## src/biq_pkg.sv

```systemverilog
// ----------------------------------------------------------------------------
// biq_pkg: shared types and constants for the biquad cascade
// Widths, register indexes, term codes and control structs used by the
// sequencer, the shared multiply-accumulate unit and the history store.
// ----------------------------------------------------------------------------
`default_nettype none

package biq_pkg;

  localparam int MAX_STAGES_DEF = 4;
  localparam int COEF_FRAC_DEF  = 16;
  localparam int HIST_FRAC      = 8;

  localparam int SAMPLE_W   = 16;
  localparam int HIST_W     = 32;
  localparam int COEF_W     = 19;
  localparam int STAGE_W    = 3;
  localparam int PROD_W     = COEF_W + HIST_W;
  localparam int ACC_W      = 56;
  localparam int CFG_ADDR_W = 3;
  localparam int NUM_TERMS  = 5;
  localparam int TERM_W     = 3;

  localparam longint SAMP_MAX = 32767;
  localparam longint SAMP_MIN = -32768;
  localparam longint HIST_MAX = (64'sd1 <<< (HIST_W - 1)) - 64'sd1;
  localparam longint HIST_MIN = -(64'sd1 <<< (HIST_W - 1));

  // configuration register indexes
  localparam logic [CFG_ADDR_W-1:0] REG_COEF_B0 = 3'd0;
  localparam logic [CFG_ADDR_W-1:0] REG_COEF_B1 = 3'd1;
  localparam logic [CFG_ADDR_W-1:0] REG_COEF_B2 = 3'd2;
  localparam logic [CFG_ADDR_W-1:0] REG_COEF_A1 = 3'd3;
  localparam logic [CFG_ADDR_W-1:0] REG_COEF_A2 = 3'd4;
  localparam logic [CFG_ADDR_W-1:0] REG_STAGES  = 3'd5;
  localparam logic [CFG_ADDR_W-1:0] REG_BYPASS  = 3'd6;

  // product terms of one section, in issue order
  localparam logic [TERM_W-1:0] TERM_B0  = 3'd0;
  localparam logic [TERM_W-1:0] TERM_B1  = 3'd1;
  localparam logic [TERM_W-1:0] TERM_B2  = 3'd2;
  localparam logic [TERM_W-1:0] TERM_A1  = 3'd3;
  localparam logic [TERM_W-1:0] TERM_A2  = 3'd4;
  localparam logic [TERM_W-1:0] TERM_END = 3'd5;

  typedef struct packed {
    logic issue;   // load product register
    logic acc_en;  // add product into accumulator
    logic first;   // accumulator starts from this product
    logic fb;      // feedback term: subtract, no history scaling
    logic rnd_en;  // register rounded outputs
  } mac_ctrl_t;

  typedef struct packed {
    logic                       en;
    logic signed [SAMPLE_W-1:0] x;
    logic signed [HIST_W-1:0]   y;
  } hist_wr_t;

  typedef struct packed {
    logic signed [SAMPLE_W-1:0] x1;
    logic signed [SAMPLE_W-1:0] x2;
    logic signed [HIST_W-1:0]   y1;
    logic signed [HIST_W-1:0]   y2;
  } hist_rd_t;

endpackage

`default_nettype wire

```

## src/biq_mac.sv

```systemverilog
// ----------------------------------------------------------------------------
// biq_mac: shared multiply-accumulate with round and saturate
// One 19x32 multiplier, registered, feeding a wide accumulator. Final sum is
// rounded half-to-even to Q24.8 history and to an integer sample.
// ----------------------------------------------------------------------------
`default_nettype none

module biq_mac #(
  parameter int COEF_FRAC_BITS = biq_pkg::COEF_FRAC_DEF
) (
  input  wire logic                                clk,
  input  wire biq_pkg::mac_ctrl_t                  ctrl,
  input  wire logic signed [biq_pkg::COEF_W-1:0]   coef,
  input  wire logic signed [biq_pkg::HIST_W-1:0]   opnd,
  output logic signed [biq_pkg::HIST_W-1:0]        y_hist,
  output logic signed [biq_pkg::SAMPLE_W-1:0]      y_samp
);

  localparam int ACC_W = biq_pkg::ACC_W;
  localparam int SH_H  = COEF_FRAC_BITS;
  localparam int SH_S  = COEF_FRAC_BITS + biq_pkg::HIST_FRAC;

  logic signed [biq_pkg::PROD_W-1:0] prod;
  logic signed [ACC_W-1:0] acc;
  logic signed [ACC_W-1:0] prod_ext;
  logic signed [ACC_W-1:0] term_val;
  logic signed [ACC_W-1:0] acc_next;
  logic signed [ACC_W-1:0] qh, qs, rh, rs;
  logic inc_h, inc_s;

  always_comb begin
    prod_ext = ACC_W'(prod);
    term_val = ctrl.fb ? prod_ext : (prod_ext <<< biq_pkg::HIST_FRAC);
    if (ctrl.first) begin
      acc_next = ctrl.fb ? -term_val : term_val;
    end else begin
      acc_next = ctrl.fb ? (acc - term_val) : (acc + term_val);
    end
  end

  // floor shift, then bump on more than half or exact half with odd quotient
  always_comb begin
    qh    = acc >>> SH_H;
    qs    = acc >>> SH_S;
    inc_h = acc[SH_H-1] && ((|acc[SH_H-2:0]) || qh[0]);
    inc_s = acc[SH_S-1] && ((|acc[SH_S-2:0]) || qs[0]);
    rh    = qh + $signed({{(ACC_W-1){1'b0}}, inc_h});
    rs    = qs + $signed({{(ACC_W-1){1'b0}}, inc_s});
  end

  always_ff @(posedge clk) begin
    if (ctrl.issue) begin
      prod <= coef * opnd;
    end
    if (ctrl.acc_en) begin
      acc <= acc_next;
    end
    if (ctrl.rnd_en) begin
      if (rh > ACC_W'(biq_pkg::HIST_MAX)) begin
        y_hist <= biq_pkg::HIST_W'(biq_pkg::HIST_MAX);
      end else if (rh < ACC_W'(biq_pkg::HIST_MIN)) begin
        y_hist <= biq_pkg::HIST_W'(biq_pkg::HIST_MIN);
      end else begin
        y_hist <= rh[biq_pkg::HIST_W-1:0];
      end
      if (rs > ACC_W'(biq_pkg::SAMP_MAX)) begin
        y_samp <= biq_pkg::SAMPLE_W'(biq_pkg::SAMP_MAX);
      end else if (rs < ACC_W'(biq_pkg::SAMP_MIN)) begin
        y_samp <= biq_pkg::SAMPLE_W'(biq_pkg::SAMP_MIN);
      end else begin
        y_samp <= rs[biq_pkg::SAMPLE_W-1:0];
      end
    end
  end

endmodule

`default_nettype wire

```

## src/biq_hist.sv

```systemverilog
// ----------------------------------------------------------------------------
// biq_hist: per-section filter history
// x1/x2/y1/y2 per section, one section read and written at a time.
// Cleared by reset and by the start-of-block flag.
// ----------------------------------------------------------------------------
`default_nettype none

module biq_hist #(
  parameter int MAX_STAGES = biq_pkg::MAX_STAGES_DEF,
  localparam int SEC_W = (MAX_STAGES > 1) ? $clog2(MAX_STAGES) : 1
) (
  input  wire logic              clk,
  input  wire logic              rst,
  input  wire logic              clr,
  input  wire logic [SEC_W-1:0]  sec,
  input  wire biq_pkg::hist_wr_t wr,
  output biq_pkg::hist_rd_t      rd
);

  logic signed [biq_pkg::SAMPLE_W-1:0] x1_mem [MAX_STAGES];
  logic signed [biq_pkg::SAMPLE_W-1:0] x2_mem [MAX_STAGES];
  logic signed [biq_pkg::HIST_W-1:0]   y1_mem [MAX_STAGES];
  logic signed [biq_pkg::HIST_W-1:0]   y2_mem [MAX_STAGES];

  always_comb begin
    rd.x1 = x1_mem[sec];
    rd.x2 = x2_mem[sec];
    rd.y1 = y1_mem[sec];
    rd.y2 = y2_mem[sec];
  end

  always_ff @(posedge clk) begin
    if (rst || clr) begin
      for (int i = 0; i < MAX_STAGES; i++) begin
        x1_mem[i] <= '0;
        x2_mem[i] <= '0;
        y1_mem[i] <= '0;
        y2_mem[i] <= '0;
      end
    end else if (wr.en) begin
      x2_mem[sec] <= x1_mem[sec];
      x1_mem[sec] <= wr.x;
      y2_mem[sec] <= y1_mem[sec];
      y1_mem[sec] <= wr.y;
    end
  end

endmodule

`default_nettype wire

```

## src/biquad_cascade_lowpass_unit.sv

```systemverilog
// Samples are processed one at a time through N sections, N = sections in use
//   (stages_in_use clamped to 1..MAX_STAGES); bypass skips the sections.
// A new sample is taken only while the sequencer is idle; each section needs five
//   passes through the single shared multiplier plus a round and a history update.
// Reset (rst, synchronous): sequencer idle, output empty, history zeroed,
//   registers at b0 = 1.0, others 0, one section, bypass off.
// ----------------------------------------------------------------------------
// biquad_cascade_lowpass_unit: cascaded DF1 biquad, one shared MAC
// Sequencer steps a section index and a term counter through the shared
// multiply-accumulate unit; history lives in a per-section store.
// ----------------------------------------------------------------------------
`default_nettype none

module biquad_cascade_lowpass_unit #(
  parameter int MAX_STAGES     = biq_pkg::MAX_STAGES_DEF,
  parameter int COEF_FRAC_BITS = biq_pkg::COEF_FRAC_DEF
) (
  input  wire logic                              clk,
  input  wire logic                              rst,
  // config write port
  input  wire logic                              cfg_we,
  input  wire logic [biq_pkg::CFG_ADDR_W-1:0]    cfg_addr,
  input  wire logic [biq_pkg::COEF_W-1:0]        cfg_data,
  // input stream
  input  wire logic                              s_tvalid,
  output logic                                   s_tready,
  input  wire logic [biq_pkg::SAMPLE_W-1:0]      s_tdata,   // [15:0] sample_in
  input  wire logic                              s_tuser,   // [0] start_of_block
  // output stream
  output logic                                   m_tvalid,
  input  wire logic                              m_tready,
  output logic [biq_pkg::SAMPLE_W-1:0]           m_tdata    // [15:0] sample_out
);

  localparam int SEC_W  = (MAX_STAGES > 1) ? $clog2(MAX_STAGES) : 1;
  localparam int TERM_W = biq_pkg::TERM_W;

  typedef enum logic [2:0] {
    ST_IDLE,
    ST_RUN,   // issue five products, accumulate one behind
    ST_RND,   // round and saturate the section sum
    ST_UPD,   // write section history, pass sample on
    ST_DONE   // hand result to the output register
  } state_t;

  state_t state;

  // config registers
  logic signed [biq_pkg::COEF_W-1:0] coef [biq_pkg::NUM_TERMS];
  logic [biq_pkg::STAGE_W-1:0]       stages_in_use;
  logic                              bypass;

  // sequencer
  logic [TERM_W-1:0]                 term;
  logic [SEC_W-1:0]                  sec;
  logic [SEC_W-1:0]                  last_sec;
  logic [SEC_W-1:0]                  last_sec_next;
  logic signed [biq_pkg::SAMPLE_W-1:0] x_cur;

  logic                              accept;
  biq_pkg::mac_ctrl_t                mac_ctrl;
  biq_pkg::hist_wr_t                 hist_wr;
  biq_pkg::hist_rd_t                 hist_rd;
  logic signed [biq_pkg::COEF_W-1:0] mac_coef;
  logic signed [biq_pkg::HIST_W-1:0] mac_opnd;
  logic signed [biq_pkg::HIST_W-1:0] y_hist;
  logic signed [biq_pkg::SAMPLE_W-1:0] y_samp;

  assign s_tready = (state == ST_IDLE);
  assign accept   = s_tvalid && s_tready;

  // section count: zero acts as one, anything above the build limit clamps
  always_comb begin
    int n_eff;
    n_eff = int'(stages_in_use);
    if (n_eff < 1) begin
      n_eff = 1;
    end
    if (n_eff > MAX_STAGES) begin
      n_eff = MAX_STAGES;
    end
    last_sec_next = SEC_W'(n_eff - 1);
  end

  // ---- config writes ----
  always_ff @(posedge clk) begin
    if (rst) begin
      coef[0]       <= biq_pkg::COEF_W'(64'sd1 <<< COEF_FRAC_BITS);
      coef[1]       <= '0;
      coef[2]       <= '0;
      coef[3]       <= '0;
      coef[4]       <= '0;
      stages_in_use <= biq_pkg::STAGE_W'(1);
      bypass        <= 1'b0;
    end else if (cfg_we) begin
      unique case (cfg_addr)
        biq_pkg::REG_COEF_B0: coef[0] <= cfg_data;
        biq_pkg::REG_COEF_B1: coef[1] <= cfg_data;
        biq_pkg::REG_COEF_B2: coef[2] <= cfg_data;
        biq_pkg::REG_COEF_A1: coef[3] <= cfg_data;
        biq_pkg::REG_COEF_A2: coef[4] <= cfg_data;
        biq_pkg::REG_STAGES:  stages_in_use <= cfg_data[biq_pkg::STAGE_W-1:0];
        biq_pkg::REG_BYPASS:  bypass <= cfg_data[0];
        default: ;  // unmapped index, dropped
      endcase
    end
  end

  // ---- operand select for the shared multiplier ----
  always_comb begin
    unique case (term)
      biq_pkg::TERM_B0: begin
        mac_coef = coef[0];
        mac_opnd = biq_pkg::HIST_W'(x_cur);
      end
      biq_pkg::TERM_B1: begin
        mac_coef = coef[1];
        mac_opnd = biq_pkg::HIST_W'(hist_rd.x1);
      end
      biq_pkg::TERM_B2: begin
        mac_coef = coef[2];
        mac_opnd = biq_pkg::HIST_W'(hist_rd.x2);
      end
      biq_pkg::TERM_A1: begin
        mac_coef = coef[3];
        mac_opnd = hist_rd.y1;
      end
      biq_pkg::TERM_A2: begin
        mac_coef = coef[4];
        mac_opnd = hist_rd.y2;
      end
      default: begin
        mac_coef = '0;
        mac_opnd = '0;
      end
    endcase
  end

  // product of term t is registered and lands in the next cycle, so accumulation trails issue;
  // feedback products are those from a1 and a2
  always_comb begin
    mac_ctrl.issue  = (state == ST_RUN) && (term != biq_pkg::TERM_END);
    mac_ctrl.acc_en = (state == ST_RUN) && (term != biq_pkg::TERM_B0);
    mac_ctrl.first  = (term == biq_pkg::TERM_B1);
    mac_ctrl.fb     = (term == biq_pkg::TERM_A2) || (term == biq_pkg::TERM_END);
    mac_ctrl.rnd_en = (state == ST_RND);
  end

  assign hist_wr.en = (state == ST_UPD);
  assign hist_wr.x  = x_cur;
  assign hist_wr.y  = y_hist;

  // ---- sequencer and output register ----
  always_ff @(posedge clk) begin
    if (rst) begin
      state    <= ST_IDLE;
      term     <= biq_pkg::TERM_B0;
      sec      <= '0;
      last_sec <= '0;
      m_tvalid <= 1'b0;
    end else begin
      // ST_DONE reloads the output register itself
      if (m_tvalid && m_tready && (state != ST_DONE)) begin
        m_tvalid <= 1'b0;
      end
      unique case (state)
        ST_IDLE: begin
          if (accept) begin
            x_cur    <= s_tdata;
            sec      <= '0;
            term     <= biq_pkg::TERM_B0;
            last_sec <= last_sec_next;
            state    <= bypass ? ST_DONE : ST_RUN;
          end
        end
        ST_RUN: begin
          if (term == biq_pkg::TERM_END) begin
            state <= ST_RND;
          end else begin
            term <= term + TERM_W'(1);
          end
        end
        ST_RND: begin
          state <= ST_UPD;
        end
        ST_UPD: begin
          x_cur <= y_samp;
          term  <= biq_pkg::TERM_B0;
          if (sec == last_sec) begin
            state <= ST_DONE;
          end else begin
            sec   <= sec + SEC_W'(1);
            state <= ST_RUN;
          end
        end
        ST_DONE: begin
          if (!m_tvalid || m_tready) begin
            m_tdata  <= x_cur;
            m_tvalid <= 1'b1;
            state    <= ST_IDLE;
          end
        end
        default: state <= ST_IDLE;
      endcase
    end
  end

  biq_mac #(
    .COEF_FRAC_BITS (COEF_FRAC_BITS)
  ) u_mac (
    .clk    (clk),
    .ctrl   (mac_ctrl),
    .coef   (mac_coef),
    .opnd   (mac_opnd),
    .y_hist (y_hist),
    .y_samp (y_samp)
  );

  // start of block wipes every section, bypassed or not
  biq_hist #(
    .MAX_STAGES (MAX_STAGES)
  ) u_hist (
    .clk (clk),
    .rst (rst),
    .clr (accept && s_tuser),
    .sec (sec),
    .wr  (hist_wr),
    .rd  (hist_rd)
  );

endmodule

`default_nettype wire

```

## config.mk

```make
export PLATFORM = sky130hd
export DESIGN_NAME = biquad_cascade_lowpass_unit
export DESIGN_NICKNAME = d
export VERILOG_FILES = /design/src/biq_pkg.sv /design/src/biq_mac.sv /design/src/biq_hist.sv /design/src/biquad_cascade_lowpass_unit.sv
export SDC_FILE = /design/constraint.sdc
export NUM_CORES = 2
export LEC_CHECK = 0
export BUFFER_PORTS_ARGS = -buffer_cell sky130_fd_sc_hd__buf_4
export CAP_MARGIN = 20
export CORE_MARGIN = 4
export CORE_UTILIZATION = 55
export DETAILED_ROUTE_END_ITERATION = 10
export PLACE_DENSITY = 0.71
export SYNTH_ARGS = -nofsm -noshare
export SYNTH_HDL_FRONTEND = slang
export SYNTH_HIERARCHICAL = 1
export SYNTH_SLANG_ARGS = --single-unit
```

## constraint.sdc

```tcl
create_clock -name clk -period 11.5 [get_ports clk]
set_input_delay 0.575 -clock clk [delete_from_list [all_inputs] [get_ports clk]]
set_output_delay 0.575 -clock clk [all_outputs]
set_load 0.05 [all_outputs]
```

[Word level (Yosys, flattened, before mapping)]
Memories as Yosys holds them, arrays and structs flattened. A register that Yosys moved wholly into a read port is not among the register bits.
Index checks and enable logic that the tools add are counted.
Word-level totals
  word-level logic and storage cells: 175
  input bits: 44
  memories kept: 5
  bits in registers: 202
  bits in writable memories: 479
Memory list
  u_hist.y1_mem: words 4, bits a word 32, rd ports 1, clocked after Yosys merged registers in 1, wr ports 4, line biq_hist.sv:22  | logic signed [biq_pkg::HIST_W-1:0] y1_mem [MAX_STAGES];
  u_hist.y2_mem: words 4, bits a word 32, rd ports 1, clocked after Yosys merged registers in 1, wr ports 4, line biq_hist.sv:23  | logic signed [biq_pkg::HIST_W-1:0] y2_mem [MAX_STAGES];
  coef: words 5, bits a word 19, rd ports 5, clocked after Yosys merged registers in 0, wr ports 5, line biquad_cascade_lowpass_unit.sv:49  | logic signed [biq_pkg::COEF_W-1:0] coef [biq_pkg::NUM_TERMS];
  u_hist.x1_mem: words 4, bits a word 16, rd ports 1, clocked after Yosys merged registers in 1, wr ports 4, line biq_hist.sv:20  | logic signed [biq_pkg::SAMPLE_W-1:0] x1_mem [MAX_STAGES];
  u_hist.x2_mem: words 4, bits a word 16, rd ports 1, clocked after Yosys merged registers in 1, wr ports 4, line biq_hist.sv:21  | logic signed [biq_pkg::SAMPLE_W-1:0] x2_mem [MAX_STAGES];
Cells by class
  equal/unequal tests: 23
  multipliers: 1
  magnitude comparators: 6
  bitwise operators: 6
  multiplexer cells: 79
  $add $sub $neg: 8
  reductions and logical operators: 34
Operators with widths (count)
  56-bit 2-to-1 mux: 4
  32-bit case mux with 5 select lines: 1
  32-bit 2-to-1 mux: 3
  19-bit 2-to-1 mux: 5
  19-bit case mux with 5 select lines: 1
  16-bit 2-to-1 mux: 4
  32-bit OR reduction: 2
  56-bit adder: 1
  56-bit by 16-bit greater-than comparator with 1-bit output (second input constant): 1
  56-bit by 32-bit greater-than comparator with 1-bit output (second input constant): 1
  56-bit by 16-bit < comparator with 1-bit output (second input constant): 1
  56-bit by 32-bit < comparator with 1-bit output (second input constant): 1
  56-bit negator: 1
  56-bit subtractor: 1
  19-bit by 32-bit multiplier with 51-bit output: 1
  40-bit by 2-bit adder with 41-bit output: 1
  1-bit 2-to-1 mux: 34
  32-bit by 2-bit adder with 33-bit output: 1
  16-bit case mux with 2 select lines: 1
  16-bit OR reduction: 2
  2-bit 2-to-1 mux: 15
  3-bit 2-to-1 mux: 8
  23-bit OR reduction: 1
  3-bit by 2-bit == test with 1-bit output (second input constant): 6
  25 further kinds: 60

[Longest topological paths before layout]
  word-level depth: 8
  mapped depth: 36

[Hierarchy]
The synthesis kept the hierarchy.
By module, submodules not included
  biq_mac: area an instance 34386.7 sq um, cells each 3838, sequential area each 4654.5 sq um, instances 1
  biq_hist: area an instance 17500.5 sq um, cells each 1177, sequential area each 11531.1 sq um, instances 1
  biquad_cascade_lowpass_unit: area an instance 6227.2 sq um, cells each 473, sequential area each 4113.9 sq um, instances 1

[Worst setup path before layout]
OpenSTA, ideal clock, no wires.
  path type: register to register
  from: register sec[1] (netlist name)
  to: register u_mac/prod[48] in the netlist's numbering, data pin
  required time: 11333 ps
  slack: 2745 ps
  period minus slack after synthesis: 8755 ps
  buffers on the path: 6
  cell stages (with the launch flop): 34
  data arrival time: 8588 ps
  setup time: 167 ps
  cell sequence: dfxtp_1 -> buf_2 -> clkbuf_1 -> buf_2 -> mux4_2 -> a222oi_1 -> nor2_1 -> buf_6 -> a221o_1 -> clkbuf_1 -> clkbuf_1 -> nand2_1 -> inv_1 -> fa_1 -> fa_1 -> inv_1 -> fa_1 -> inv_1 -> fa_1 -> inv_1 -> fa_1 -> inv_1 -> fa_1 -> ha_1 -> ha_1 -> inv_1 -> o21bai_1 -> a21oi_1 -> nor2_1 -> o21ai_0 -> nand2_1 -> a31o_2 -> mux2_2 -> a211oi_1
RTL lines
  end signal, assigned: line biq_mac.sv:53  | prod <= coef * opnd;
  end, declared: line biq_mac.sv:23  | logic signed [biq_pkg::PROD_W-1:0] prod;

[Final worst setup path]
  from: register term[2]
  to: register u_mac/prod[44] in the netlist's numbering, data pin
Between the ends
  word-level cells in the longest chain between the ends: 3
  elaborated cells between the ends (all ways): 8
  classes of those cells: mul (1); eq/ne (4); mux (2); reduce/logical (1)
RTL lines
  start, declared: line biquad_cascade_lowpass_unit.sv:54  | logic [TERM_W-1:0] term;
  start signal, assigned: line biquad_cascade_lowpass_unit.sv:157  | term <= biq_pkg::TERM_B0;
  start signal, assigned: line biquad_cascade_lowpass_unit.sv:171  | term <= biq_pkg::TERM_B0;
  start signal, assigned: line biquad_cascade_lowpass_unit.sv:180  | term <= term + TERM_W'(1);
  3-bit == test, or another cell as far along: line biquad_cascade_lowpass_unit.sv:111  | unique case (term)
  32-bit case mux with 5 select lines *: line biquad_cascade_lowpass_unit.sv:111
  net mac_opnd (one bit): line biquad_cascade_lowpass_unit.sv:65  | logic signed [biq_pkg::HIST_W-1:0] mac_opnd;
  19-bit by 32-bit multiplier with 51-bit output *: line biq_mac.sv:53
The timed path passes the listed nets; every way through them passes the cells marked *.
A chain may end at the register's enable or synchronous reset.

==> flow_metrics.env <==
export IMPL_finalSetupViolations=0
export IMPL_track_usage=0.285
export IMPL_fin_crit_sh=0.849
export IMPL_final_max_slew_violation_count=0
export IMPL_critPathRequiredTime_ns=11.86
export IMPL_cp_slowest_stage_delay_ns=0.93
export IMPL_dr_pass1_iters=9
export IMPL_worst_clock_skew_ns=0.0730
export IMPL_antenna_found_initial=6
export IMPL_synth_seq_area_share=0.349
export IMPL_worstPathMaxFanout=23
export IMPL_start_kind="flip-flop"
export IMPL_critPathCaptureType="flip-flop"
export IMPL_cp_arrival_ns=10.12
export IMPL_ios=62
export IMPL_fmax_mhz=102
export IMPL_nets=6183
export IMPL_fillers=8406
export IMPL_cts_tree="done"
export IMPL_final_antenna_net_count=0
export IMPL_drc=0
export IMPL_slowest_stage="a221o_1"
export IMPL_drive_gt1_frac=0.0997
export IMPL_hpwl_um=112000
export IMPL_yosysWarnings=6
export IMPL_vias=41701
export IMPL_setup_tns_ns=0
export IMPL_grt_pass1_wl_um=248000
export IMPL_syn_nets=6325
export IMPL_die_area_um2=111000
export IMPL_synth_most_common_cell="inv_1"
export IMPL_multi_input_area_um2=33800
export IMPL_period_needed_ns=9.76
export IMPL_dr_first_iter_drc_count=4357
export IMPL_hp_class="in -> reg"
export IMPL_seq_area_um2=20300
export IMPL_cp_common_cell="fa_1"
export IMPL_core_area_um2=104000
export IMPL_synthTopCellsByArea="edfxtp_1 34%, fa_1 20%, inv_1 4.5%"
export IMPL_portBuffers=61
export IMPL_synthesis_area_um2=58100
export IMPL_synth_top_area_share=0.344
export IMPL_worst_pin_slew_ns=1.10
export IMPL_cts_setup_buffers=0
export IMPL_ys_ff_latch=681
export IMPL_areaGrowthSynthToFinish_pct=7.27
export IMPL_path_cells="buf_4 > and2_2 > buf_4 > a221o_1 > and2_1 > fa_1 > fa_1 > inv_1 > fa_1 > inv_1 > fa_1 > fa_1 > fa_1 > ha_1 > ha_1 > o21ai_0 > o21ai_0 > nor3b_1 > a211oi_1 > a21o_1 > a311o_1 > a21oi_1 > o41ai_1 > xnor2_1"
export IMPL_status="complete, no violations"
export IMPL_numCtsBuffers=76
export IMPL_syn_instance_count=5488
export IMPL_fin_util=0.598
export IMPL_place_congestion=0.936
export IMPL_timing_slew_headroom=0.269
export IMPL_die_w_um=333
export IMPL_htreeDepth=3
export IMPL_postCtsHoldBufs=0
export IMPL_root_buffer="clkbuf_16"
export IMPL_synth_flop_cell="edfxtp_1"
export IMPL_syn_avg_cell_area_um2=10.6
export IMPL_die_y_um=333
export IMPL_synth_cells_most_frequent="700 x inv_1, 666 x edfxtp_1, 591 x fa_1"
export IMPL_clk_latency_ns=0.66
export IMPL_hold_viol=0
export IMPL_clock_sinks=681
export IMPL_ys_types=102
export IMPL_clkSlewWorstSetupHoldPaths_ns=0.06
export IMPL_timing_hold_ws_ns=0.206
export IMPL_yosys_area_top_type="edfxtp_1"
export IMPL_totalWireLength_um=159000
export IMPL_num_rows=118
export IMPL_synthArstFlopShare=0
export IMPL_clockBufferDepth=3
export IMPL_first_global_vias=42238
export IMPL_post_drt_wl_per_cell_um=23.4
export IMPL_cts_repair_resized=0
export IMPL_routed_via_density=6.14
export IMPL_grt_max_degree=83
export IMPL_synth_edf_count=666
export IMPL_grt_ovfl_total=0
export IMPL_drv_cap=0
export IMPL_initial_utilization=0.558
export IMPL_grt_setup_unrepaired="false"
export IMPL_path_class="reg -> reg"
==> layout make-up <==
type / instances / share of cell area
Clock buffer: 92 / 0.0316
Timing Repair Buffer: 159 / 0.0206
Tap cell: 1380 / 0.0277
Clock inverter: 45 / 0.00963
Inverter: 703 / 0.0424
Antenna cell: 2 / 0.0000803
Multi-Input combinational cell: 3725 / 0.542
Sequential cell: 681 / 0.326
==> registers in the layout, indices dropped and copies added (netlist names) <==
| signal | flops |
|---|---|
| u_hist/x2_mem | 64 |
| u_mac/y_samp | 16 |
| stages_in_use | 3 |
| u_mac/prod | 51 |
| term | 3 |
| state | 3 |
| u_hist/x1_mem | 64 |
| m_tdata | 16 |
| last_sec | 2 |
| u_hist/y1_mem | 128 |
| u_mac/acc | 56 |
| m_tvalid | 1 |
| x_cur | 16 |
| u_hist/y2_mem | 128 |
| coef | 95 |
| bypass | 1 |
| u_mac/y_hist | 32 |
| sec | 2 |
==> worst max-delay path: cells and delay by family (launching register included) <==
kind            cells  cell delay, ns
compound gates      8            3.07
xor+xnor            1            0.12
fa+ha+maj           8            3.67
buf+inv             4            0.98
flops               1            0.68
simple gates        3            0.89
==> final timing paths <==
| check | startpoint | to | slack, ns | cells after the start |
|---|---|---|---|---|
| setup reg to reg | term[2] | u_mac/prod[44] | 1.74 | 24 |
| setup / recovery | term[2] | u_mac/prod[44] | 1.74 | 24 |
| hold reg to reg | last_sec[0] | last_sec[0] | 0.52 | 2 |
| hold / removal | cfg_data[0] | bypass | 0.21 | 3 |
==> metal layers <==
| layer | vias up | part of all wire | global-route usage |
|---|---|---|---|
| met5 | - | 0.00021 | 0 |
| met4 | 6 | 0.039 | 0.104 |
| met3 | 346 | 0.096 | 0.0502 |
| met2 | 2090 | 0.47 | 0.454 |
| met1 | 20888 | 0.40 | 0.396 |
| li1 | 18371 | - | - |
==> cells in the final DEF (no fill, tap or decap), types with 44 or more instances in the layout <==
master | netlist | layout
mux2i_1 | 166 | 166
and3_1 | 128 | 128
xnor2_1 | 135 | 135
mux4_2 | 48 | 48
fa_1 | 591 | 591
nor3_1 | 149 | 148
o21ai_2 | 23 | 44
nor3_2 | 86 | 87
a21oi_1 | 184 | 182
o21ai_0 | 88 | 86
inv_1 | 700 | 698
nor2_1 | 253 | 250
a21o_1 | 46 | 46
buf_4 | 4 | 152
and2_1 | 309 | 308
xor2_1 | 98 | 98
o22ai_1 | 60 | 60
nand3_1 | 46 | 46
edfxtp_1 | 666 | 666
ha_1 | 202 | 200
nand2_1 | 512 | 511
clkbuf_16 | 0 | 76
==> through the flow <==
| step | setup slack, ns | std cells | area (um2) |
|---|---|---|---|
| 3_3_place_gp | 1.85 | 6643 | 59700 |
| 3_5_place_dp | 1.60 | 6644 | 59700 |
| 4_1_cts | 1.58 | 6781 | 62200 |
| 5_1_grt | 1.17 | 6785 | 62300 |
| 2_1_floorplan | 2.74 | 5488 | 58100 |
| 6_report | 1.74 | 6787 | 62300 |
==> logic make-up after synthesis <==
kind of cell | share of synthesized area
AO/OA/AOI/OAI | 0.0887
adder cells (fa/ha/maj) | 0.247
AND/OR/NAND/NOR | 0.156
multiplexers | 0.0502
XOR/XNOR | 0.0351
flip-flops | 0.349
buffers and inverters | 0.0736
Power is not shown: default switching activity piles up to over one toggle a cycle in this logic, so the estimate is an artifact.
